## src/dutc_pkg.sv

```systemverilog
`default_nettype none
package dutc_pkg;

	localparam int TABLE_ENTRIES = 64;
	localparam logic [15:0] MIN_PAYLOAD = 16'd16;
	localparam logic [15:0] QUERY_MASK = 16'hFA00;
	localparam logic [15:0] RESP_MASK = 16'hF800;
	localparam logic [15:0] RESP_VALUE = 16'h8000;
	localparam logic [15:0] DEFAULT_INTERVAL = 16'd30;

	localparam logic [1:0] CMD_OUTGOING = 2'd0;
	localparam logic [1:0] CMD_INCOMING = 2'd1;
	localparam logic [1:0] CMD_TICK = 2'd2;
	localparam logic [1:0] CMD_RESERVED = 2'd3;

	typedef enum logic [1:0] {
		ST_IDLE,
		ST_SWEEP,
		ST_APPLY
	} state_t;

	typedef struct packed {
		logic [31:0] key_ip;
		logic [15:0] key_port;
		logic [31:0] dest_ip;
		logic [15:0] dest_port;
	} entry_t;

	typedef struct packed {
		logic        sweep;
		logic [31:0] sweep_time;
		logic [15:0] interval;
		logic        insert;
		logic        remove;
		entry_t      data;
		logic [31:0] stamp;
	} cell_op_t;

endpackage
`default_nettype wire

```

## src/dutc_cell.sv

```systemverilog
`default_nettype none
module dutc_cell (
	input  wire logic              clk,
	input  wire logic              arst_n,
	input  wire dutc_pkg::cell_op_t op,
	input  wire logic              take_in,
	output logic                   take_out,
	output logic                   hit,
	output dutc_pkg::entry_t       hit_data
);
	import dutc_pkg::*;

	logic        valid_q;
	entry_t      ent_q;
	logic [31:0] stamp_q;
	logic [31:0] age;
	logic        free;
	logic        grab;

	always_comb begin
		free = !valid_q;
		hit = valid_q && (ent_q.key_ip == op.data.key_ip) && (ent_q.key_port == op.data.key_port);
		take_out = take_in && !free;
		grab = op.insert && take_in && free;
		age = op.sweep_time - stamp_q;
		hit_data = hit ? ent_q : '0;
	end

	always_ff @(posedge clk or negedge arst_n) begin
		if (!arst_n) begin
			valid_q <= 1'b0;
		end else if (op.sweep && valid_q && (age >= {16'd0, op.interval})) begin
			valid_q <= 1'b0;
		end else if (op.remove && hit) begin
			valid_q <= 1'b0;
		end else if (grab) begin
			valid_q <= 1'b1;
		end
	end

	always_ff @(posedge clk) begin
		if (grab) begin
			ent_q <= op.data;
			stamp_q <= op.stamp;
		end
	end

endmodule
`default_nettype wire

```

## config.mk

```make
export PLATFORM = sky130hd
export DESIGN_NAME = dutc_cell
export DESIGN_NICKNAME = d
export VERILOG_FILES = /design/src/dutc_pkg.sv /design/src/dutc_cell.sv
export SDC_FILE = /design/constraint.sdc
export NUM_CORES = 1
export LEC_CHECK = 0
export ABC_AREA = 1
export BUFFER_PORTS_ARGS = -buffer_cell sky130_fd_sc_hd__buf_4
export CORE_UTILIZATION = 40
export DETAILED_ROUTE_END_ITERATION = 12
export PLACE_DENSITY = 0.75
export REMOVE_ABC_BUFFERS = 1
export SLEW_MARGIN = 25
export SYNTH_ARGS = -nofsm -noshare
export SYNTH_HDL_FRONTEND = slang
export SYNTH_SLANG_ARGS = --single-unit
export TNS_END_PERCENT = 50
```

## constraint.sdc

```tcl
create_clock -name clk -period 14.7 [get_ports clk]
set_clock_uncertainty 0.2 [all_clocks]
set_input_delay 1.47 -clock clk [delete_from_list [all_inputs] [get_ports clk]]
set_output_delay 1.47 -clock clk [all_outputs]
set_load 0.01 [all_outputs]
```

==> results.sh, run 1 <==
export IMPL_gp_congestion=0.975
export IMPL_syn_area_um2=8690
export IMPL_r2r_start="stamp_q[11]"
export IMPL_design_core_area_um2=21200
export IMPL_grt_total_usage=0.222
export IMPL_max_slew_margin=0.384
export IMPL_hold_class="flop to flop"
export IMPL_grt_max_degree=72
export IMPL_route_antenna_remaining_nets=0
export IMPL_cts_root_buf="clkbuf_16"
export IMPL_yosysMostFrequentCell="nand2_1"
export IMPL_power_density_nw_per_um2=93.0
export IMPL_worstHoldStart="valid_q"
export IMPL_start_kind="input pin"
export IMPL_synth_edf_count=128
export IMPL_r2r_end="valid_q"
export IMPL_reg2reg_slack_ps=11210
export IMPL_setup_slack_ps=9140
export IMPL_vias=8151
export IMPL_placement_io_buffers=279
export IMPL_synthCells=1159
export IMPL_dp_slack_ps=9170
export IMPL_p_leak_nw=6.34
export IMPL_dp_cells=1707
export IMPL_final_nets=1681
export IMPL_synth_top_area_share=0.442
export IMPL_reg2reg_depth=18
export IMPL_drt_wl_total_mm=25.0
export IMPL_die_area_um2=22300
export IMPL_tns_ps=0
export IMPL_final_util=0.553
export IMPL_h_tree_depth=4
export IMPL_postCtsResizedCells=0
export IMPL_synth_async_sr_flop_share=0.00775
export IMPL_dieWidth_um=149
export IMPL_rsz0062_at_grt="false"
export IMPL_fin_crit_ps=5560
export IMPL_avgRoutedWirePerCell_um=14.3
export IMPL_crit_fanout=67
export IMPL_synth_seq_cells=129
export IMPL_end_kind="output port"
export IMPL_dr_first_iter_drc_count=423
export IMPL_grt_overflow=0
export IMPL_synth_ff_type="edfxtp_1"
export IMPL_worst_pin_slew_ps=924
export IMPL_synth_seq_area_share=0.445
export IMPL_ys_types=35
export IMPL_status="complete, no violations"
export IMPL_grt_pass1_vias=7799
export IMPL_path_clk_slew_ps=60
export IMPL_drc_errors=0
export IMPL_syn_to_final_growth_pct=34.7
export IMPL_period_share=0.379
export IMPL_drv_slew=0
export IMPL_netlist_top_cells_count="nand2_1, inv_1, nor2_1"
export IMPL_die_y_um=149
export IMPL_ios=280
export IMPL_dp_hpwl_mm=20.7
export IMPL_grt_pass1_wl_mm=37.8
export IMPL_start_util=0.411
export IMPL_insertion_delay_ps=410
export IMPL_antenna_found_initial=0
export IMPL_synth_warnings=0
export IMPL_synth_area_leaders="edfxtp_1, nand2_1, inv_1, ha_1, nor2_1"
export IMPL_cts_inserted_buffers=17
export IMPL_met3_usage=0.0489
export IMPL_hold_viol=0
export IMPL_cts_buffer_depth=2
export IMPL_maxCapViolCount=0
export IMPL_arrival_ps=3890
export IMPL_antenna_cells=0
export IMPL_ir_drop_mv=0.0666
export IMPL_min_to="valid_q"
export IMPL_grt_use_met2=0.400
export IMPL_crit_required_ps=13030
export IMPL_via_per_inst=4.69
export IMPL_grtUsageMet1=0.253
export IMPL_drive_gt1_frac=0.242
export IMPL_total_power_mw=1.09
export IMPL_syn_area_per_cell_um2=7.50
export IMPL_fin_cells=1739
export IMPL_fmax_mhz=180
export IMPL_n_fill_cell=1987
export IMPL_crit_type="input pin to output port"
export IMPL_cts_sinks=129
export IMPL_yosys_area_top_type="edfxtp_1"
export IMPL_cts_tree="done"
export IMPL_hold_buffers=0
export IMPL_postCtsSetupBuffers=0
export IMPL_hold_depth=3
export IMPL_rows=53
export IMPL_setup_viol=0
export IMPL_drtPass1Iterations=5
export IMPL_busiest_layer="met2"
[cell type report]
type,count,area (um^2),share of cell area
multi-input cells,725,3670,0.313
well taps,275,344,0.0294
repair buffers,283,2120,0.181
clock buffers,17,425,0.0363
flip-flops and latches,129,3870,0.330
clock inverters,15,169,0.0144
inverters,295,1110,0.0946
[power breakdown]
part	switching, mW	total (mW)	internal (mW)
Combinational	0.130	0.220	0.0899
Sequential	0.00812	0.441	0.433
Clock	0.173	0.429	0.256
Total	0.311	1.09	0.778
[flip-flops by register name (all words and copies together) (netlist names)]
| signal | count |
|---|---|
| valid_q | 1 |
| ent_q | 96 |
| stamp_q | 32 |
[metal layers]
metal  vias to the layer above  wire (um)
li1                       4167          -
met1                      3650       9920
met2                       289      12700
met3                        45       1640
met4                         0        718
met5                         -          0
[worst max-delay path, cell delays in order]
cell,delay [ps]
buf_4,120
nand2_1,140
nand4_1,140
nor4_1,390
nand2_1,110
nor3_2,200
nand4_4,430
buf_4,500
nor2_1,200
buf_4,140
[layout by cell type, fill, tap and decap left out, types with 3 or more instances in the layout]
cell / instances
nor2_2: 9
inv_6: 8
buf_4: 283
edfxtp_1: 128
nand3_1: 35
xnor2_1: 8
clkbuf_16: 17
xor2_1: 20
nand4_1: 26
o21ai_0: 5
nor4_1: 9
nor2_1: 156
o2111ai_1: 5
nand2_1: 320
inv_2: 10
and2_1: 3
a21oi_1: 25
nor3_1: 17
nand3b_1: 5
or2_1: 3
ha_1: 47
inv_1: 284
or2_2: 19
[cells by family (layout without fill, tap and decap cells)]
group	after synthesis	after routing	synth area share
simple gates	608	608	0.295
buf+inv	305	610	0.134
flops	129	129	0.445
fa+ha+maj	48	48	0.0700
compound gates	41	41	0.0272
xor+xnor	28	28	0.0282
[metrics by stage]
stage / hold WS [ps] / area (um^2)
floorplan: 353 / 8630
CTS: 483 / 11700
global placement: 439 / 11100
global route: 552 / 11700
detailed placement: 432 / 11100
finish: 491 / 11700
[worst max-delay path by stage]
stage,to,start,slack [ps]
after floorplan,ent_q[0],take_in,3600
after global placement,hit_data[0],op[110],9340
after detailed placement,hit_data[13],op[82],9170
after CTS,hit_data[13],op[85],9150
after global routing,hit_data[28],op[86],8960
final,hit_data[13],op[121],9140
Power figures use the tool's default switching activity.
==> inputs of run 2 (changes only) <==
==> constraint.sdc (replaced) <==
create_clock -name clk -period 5.8 [get_ports clk]
set_clock_uncertainty 0.2 [all_clocks]
set_input_delay 0.58 -clock clk [delete_from_list [all_inputs] [get_ports clk]]
set_output_delay 0.58 -clock clk [all_outputs]
set_load 0.01 [all_outputs]
==> run 2 against run 1 <==
Compared with the run above:
- clock power is 150% higher
- setup slack worse by 7200 ps
- die area stayed put
- register-to-register slack worse by 8700 ps
- highest routed layer unchanged
==> results.sh, run 2 (synthesis results as in run 1) <==
export IMPL_status="complete, no violations"
export IMPL_setup_slack_ps=1960
export IMPL_grt_total_usage=0.226
export IMPL_die_area_um2=22300
export IMPL_period_share=0.663
export IMPL_maxCapViolCount=0
export IMPL_hold_viol=0
export IMPL_crit_fanout=86
export IMPL_p_leak_nw=6.34
export IMPL_intPower_mw=1.91
export IMPL_placed_area_um2=11100
export IMPL_path_cells="inv_1 > or2_2 > nand2_1 > nor4_1 > nor3b_1 > nand4_4 > buf_4 > nor2_1 > buf_4"
export IMPL_drv_slew=0
export IMPL_arrival_ps=3060
export IMPL_fmax_mhz=260
export IMPL_largest_reg_flops=96
export IMPL_p_seq_frac=0.408
export IMPL_grt_max_degree=87
export IMPL_postCtsResizedCells=0
export IMPL_slowest_stage="buf_4"
export IMPL_p_sw_mw=0.832
export IMPL_cts_root_buf="clkbuf_16"
export IMPL_ios=280
export IMPL_hold_depth=1
export IMPL_route_antenna_remaining_nets=0
export IMPL_dr_first_iter_drc_count=453
export IMPL_drive_gt1_frac=0.242
export IMPL_setup_viol=0
export IMPL_final_common_cell="nand2_1"
export IMPL_grt_overflow=0
export IMPL_vias=8162
export IMPL_grt_pass1_wl_mm=38.5
export IMPL_drc_errors=0
export IMPL_rsz0062_at_grt="false"
export IMPL_critPathBufInv=3
export IMPL_critical_path_top_delay_family="simple AND/OR/NAND/NOR gates"
export IMPL_drt_wl_total_mm=24.9
export IMPL_cp_slowest_stage_delay_ps=460
export IMPL_ir_drop_mv=0.230
export IMPL_insertion_delay_ps=410
export IMPL_crit_top_cell="buf_4"
export IMPL_final_nets=1681
export IMPL_worst_pin_slew_ps=930
export IMPL_antenna_found_initial=1
export IMPL_dp_slack_ps=2090
export IMPL_reg2reg_depth=18
export IMPL_gp_congestion=0.969
export IMPL_final_area_um2=11700
export IMPL_rows=53
export IMPL_cts_tree="done"
export IMPL_design_core_area_um2=21200
export IMPL_path_clk_slew_ps=70
export IMPL_hold_class="input pin to flop"
export IMPL_cts_inserted_buffers=17
export IMPL_drtPass1Iterations=8
export IMPL_path_depth=9
export IMPL_die_y_um=149
export IMPL_avgRoutedWirePerCell_um=14.3
export IMPL_fin_crit_ps=3840
export IMPL_dieWidth_um=149
export IMPL_top_regs="ent_q (96), stamp_q (32), valid_q (1)"
export IMPL_via_per_inst=4.69
export IMPL_cts_sinks=129
export IMPL_power_density_nw_per_um2=234
export IMPL_start_util=0.411
export IMPL_p_clk_frac=0.390
export IMPL_cts_buffer_depth=2
export IMPL_start_kind="flop"
export IMPL_placement_io_buffers=279
export IMPL_max_slew_margin=0.380
export IMPL_grt_pass1_vias=7916
export IMPL_dp_cells=1706
export IMPL_syn_to_final_growth_pct=35.0
export IMPL_fin_cells=1740
export IMPL_dp_hpwl_mm=20.5
export IMPL_h_tree_depth=4
export IMPL_final_util=0.555
export IMPL_crit_type="flop to output port"
export IMPL_power_frac_comb=0.203
export IMPL_hold_ws_ps=133
export IMPL_layout_common_cells="nand2_1, inv_1, buf_4"
export IMPL_top_register="ent_q"
export IMPL_end_kind="output port"
export IMPL_postCtsSetupBuffers=0
export IMPL_crit_required_ps=5020
export IMPL_switching_share=0.303
## run 2: cell types whose count changed in the layout (fill, tap and decap cells not counted), sizes merged
cell | before | now
inv | 304 | 300
dlygate4sd3 | 0 | 1
clkinv | 3 | 9
diode | 0 | 1
bufinv | 2 | 0
buf | 283 | 282
## run 2: layout make-up
| type | instances | area (um^2) |
|---|---|---|
| Sequential cell | 129 | 3870 |
| Timing Repair Buffer | 283 | 2130 |
| Tap cell | 275 | 344 |
| Inverter | 295 | 1110 |
| Clock inverter | 15 | 190 |
| Fill cell | 1964 | 9420 |
| Multi-Input combinational cell | 725 | 3670 |
| Antenna cell | 1 | 2.50 |
| Clock buffer | 17 | 425 |
## run 2: timing repair
action,in CTS,in global routing
setup endpoints to repair,0,0
hold buffers,1,0
endpoints found under the hold margin,1,0
## run 2: routing by layer
layer | vias up | routed length (um) | global-route usage
met4 | 0 | 615 | 0.0832
met2 | 311 | 12700 | 0.397
met1 | 3653 | 9700 | 0.264
met5 | - | 0 | 0
li1 | 4159 | - | -
met3 | 39 | 1900 | 0.0554
## run 2: worst paths after layout
kind / from / end / slack, ps
max: ent_q[62] / hit_data[27] / 1960
min: op[73] / ent_q[41] / 130
max reg2reg: stamp_q[12] / valid_q / 2470
min reg2reg: valid_q / valid_q / 450
max in group asynchronous: arst_n / valid_q / 5000
min in group asynchronous: arst_n / valid_q / 320
## run 2: per-stage QoR
| stage | setup TNS (ps) | power (mW) |
|---|---|---|
| floorplan | -564710 | 1.49 |
| global placement | 0 | 1.68 |
| detailed placement | 0 | 1.69 |
| CTS | 0 | 2.76 |
| global route | 0 | 2.88 |
| finish | 0 | 2.74 |
## run 2: power groups by stage
stage / logic, mW / clock network, mW / registers (mW)
2_1_floorplan: 0.336 / 0 / 1.15
3_3_place_gp: 0.544 / 0 / 1.14
3_5_place_dp: 0.552 / 0 / 1.14
4_1_cts: 0.556 / 1.09 / 1.12
5_1_grt: 0.627 / 1.13 / 1.12
6_report: 0.555 / 1.07 / 1.12
==> inputs of run 3 (changes only) <==
--- a/config.mk
+++ b/config.mk
@@ -5,11 +5,11 @@
 export SDC_FILE = /design/constraint.sdc
 export NUM_CORES = 1
 export LEC_CHECK = 0
-export ABC_AREA = 1
+export ABC_AREA = 0
 export BUFFER_PORTS_ARGS = -buffer_cell sky130_fd_sc_hd__buf_4
 export CORE_UTILIZATION = 40
 export DETAILED_ROUTE_END_ITERATION = 12
-export PLACE_DENSITY = 0.75
+export PLACE_DENSITY = 0.8
 export REMOVE_ABC_BUFFERS = 1
 export SLEW_MARGIN = 25
 export SYNTH_ARGS = -nofsm -noshare
==> constraint.sdc (replaced) <==
create_clock -name clk -period 3.3 [get_ports clk]
set_clock_uncertainty 0.2 [all_clocks]
set_input_delay 0.33 -clock clk [delete_from_list [all_inputs] [get_ports clk]]
set_output_delay 0.33 -clock clk [all_outputs]
set_load 0.01 [all_outputs]
==> run 3 against run 2 <==
Compared with the run above:
- the flow now finishes with violations (setup timing)
- routed wire length is 22% higher
- combinational power grew 82%
- critical path depth increased by 11
- final cell count is 20% lower
- design area grew 10%
- setup slack got worse by 2600 ps
- critical endpoint is now valid_q
- hold slack worse by 59 ps
- register-to-register slack worse by 3200 ps
==> results.sh, run 3 <==
export IMPL_grt_pass1_vias=7785
export IMPL_cts_tree="done"
export IMPL_tns_ps=-36420
export IMPL_top_register="ent_q"
export IMPL_layout_common_cells="buf_4, edfxtp_1, dlygate4sd3_1"
export IMPL_synth_compound_gate_area_share=0.114
export IMPL_dieWidth_um=139
export IMPL_grt_max_degree=78
export IMPL_synth_top_family_by_area="simple AND/OR/NAND/NOR gates"
export IMPL_synth_xor_area_frac=0.0672
export IMPL_setup_viol=98
export IMPL_violations="setup timing"
export IMPL_fin_crit_ps=3990
export IMPL_cts_root_buf="clkbuf_16"
export IMPL_crit_fanout=4
export IMPL_critical_path_top_delay_family="compound AO/OA/AOI/OAI gates"
export IMPL_regArea_um2=3870
export IMPL_synthCells=675
export IMPL_cts_inserted_buffers=17
export IMPL_yosys_area_top_type="edfxtp_1"
export IMPL_h_tree_depth=4
export IMPL_yosys_area_share_simple=0.175
export IMPL_critPathBufInv=4
export IMPL_vias=7583
export IMPL_multiInputGateArea_um2=3660
export IMPL_p_seq_frac=0.387
export IMPL_synth_seq_cells=129
export IMPL_synth_ff_type="edfxtp_1"
export IMPL_crit_required_ps=3420
export IMPL_synth_edf_count=128
export IMPL_design_core_area_um2=18200
export IMPL_dr_first_iter_drc_count=647
export IMPL_final_nets=1376
export IMPL_grt_pass1_wl_mm=41.1
export IMPL_power_frac_comb=0.202
export IMPL_fmax_mhz=251
export IMPL_dp_hpwl_mm=16.8
export IMPL_power_density_nw_per_um2=386
export IMPL_cts_buffer_depth=2
export IMPL_drv_slew=0
export IMPL_hold_viol=0
export IMPL_start_util=0.415
export IMPL_p_sw_mw=1.35
export IMPL_syn_to_final_growth_pct=71.0
export IMPL_ios=280
export IMPL_synth_top_area_share=0.509
export IMPL_placement_io_buffers=279
export IMPL_avgRoutedWirePerCell_um=21.9
export IMPL_p_clk_frac=0.410
export IMPL_cp_slowest_stage_delay_ps=350
export IMPL_insertion_delay_ps=430
export IMPL_drtPass1Iterations=7
export IMPL_top_regs="ent_q (96), stamp_q (32), valid_q (1)"
export IMPL_synth_seq_area_share=0.512
export IMPL_final_util=0.709
export IMPL_ir_drop_mv=0.475
export IMPL_die_area_um2=19400
export IMPL_arrival_ps=4110
export IMPL_synth_fa_ha_area_frac=0.0805
export IMPL_largest_reg_flops=96
export IMPL_grt_overflow=0
export IMPL_via_per_inst=5.45
export IMPL_synth_async_sr_flop_share=0.00775
export IMPL_die_y_um=139
export IMPL_syn_area_per_cell_um2=11.2
export IMPL_grt_total_usage=0.277
export IMPL_worst_pin_slew_ps=678
export IMPL_drive_gt1_frac=0.412
export IMPL_path_clk_slew_ps=60
export IMPL_end_kind="flop"
export IMPL_crit_type="flop to flop"
export IMPL_drc_errors=0
export IMPL_synth_warnings=0
export IMPL_route_antenna_remaining_nets=0
export IMPL_cts_sinks=129
export IMPL_intPower_mw=3.64
export IMPL_gp_congestion=0.895
export IMPL_hold_class="input pin to asynchronous set/reset pin"
export IMPL_drt_wl_total_mm=30.5
export IMPL_yosysMostFrequentCell="edfxtp_1"
export IMPL_netlist_top_cells_count="edfxtp_1, and2_1, inv_1"
export IMPL_rows=49
export IMPL_max_slew_margin=0.548
export IMPL_synth_mux_area_frac=0.00282
export IMPL_slowest_stage="a311o_2"
export IMPL_period_share=1.21
export IMPL_ys_types=68
export IMPL_final_common_cell="buf_4"
export IMPL_antenna_found_initial=5
export IMPL_path_cells="inv_1 > ha_4 > buf_4 > o211ai_1 > a21oi_4 > o21ai_2 > a311o_2 > buf_4 > buf_4 > xnor2_2 > ha_1 > nand4_1 > nor2_1 > o21ai_1 > o2111ai_2 > nor4_2 > nand4_1 > nor4_2 > nand4_1 > o31ai_2"
export IMPL_setup_slack_ps=-685
export IMPL_synth_area_leaders="edfxtp_1, and2_1, ha_1, xnor2_1, inv_1"
export IMPL_switching_share=0.270
export IMPL_start_kind="flop"
export IMPL_maxCapViolCount=0
export IMPL_status="finished, violations left"
export IMPL_n_fill_cell=1133
export IMPL_syn_area_um2=7550
export IMPL_rsz0062_at_grt="true"
export IMPL_p_leak_nw=5.67
run 3: layer usage:
layer  track usage  share of wire
met5             0        0.00036
met4         0.139          0.059
met3        0.0674          0.077
met2         0.516           0.53
met1         0.287           0.34
run 3: per-stage QoR:
step	std cells	setup WS (ps)	hold slack (ps)	total power [mW]	area (um^2)
2_1_floorplan	655	-3760	-166	2.38	7420
3_3_place_gp	1216	-772	-85.1	2.73	10200
3_5_place_dp	1216	-823	-86.1	2.75	10200
4_1_cts	1380	-695	45.7	4.87	12200
5_1_grt	1392	-911	56.8	5.15	12900
6_report	1392	-685	74.7	4.99	12900
run 3: area by class of cell:
class,instances,area share
clock buffers,17,0.0329
flip-flops and latches,129,0.299
repair buffers,472,0.328
well taps,229,0.0222
inverters,62,0.0180
clock inverters,15,0.0150
multi-input cells,464,0.283
diodes,4,0.000775
run 3: kinds of logic after synthesis:
| logic type | after synthesis |
|---|---|
| and+or+nand+nor | 232 |
| DFF | 129 |
| AOI/OAI and AO/OA | 124 |
| buffers and inverters | 82 |
| xor gates and xnor gates | 58 |
| adders and majority gates | 48 |
| muxes | 2 |
run 3: path summary, 6_finish.rpt:
check | cells after the start | from | slack [ps] | to
setup / recovery | 20 | stamp_q[2] | -690 | valid_q
hold / removal | 2 | arst_n | 70 | valid_q
setup reg to reg | 20 | stamp_q[2] | -690 | valid_q
hold reg to reg | 4 | valid_q | 710 | valid_q
max in group asynchronous | 2 | arst_n | 2740 | valid_q
min in group clk | 1 | op[116] | 90 | ent_q[84]
run 3: power groups by stage:
stage                     sequential [mW]  combinational [mW]  clock, mW
after CTS                            1.92               0.939       2.01
after floorplan                      1.96               0.420          0
after global placement               1.95               0.777          0
final                                1.93                1.01       2.05
after global routing                 1.94                1.09       2.12
after detailed placement             1.95               0.797          0
run 3: timing repair:
action                                  4_1_cts  5_1_grt
endpoints found under the setup margin       97       98
hold endpoints to repair                    129        0
pin swaps                                    20       66
resized for setup                            11      136
setup buffers                                 2        5
hold buffers                                129        0
cloned                                        1        8
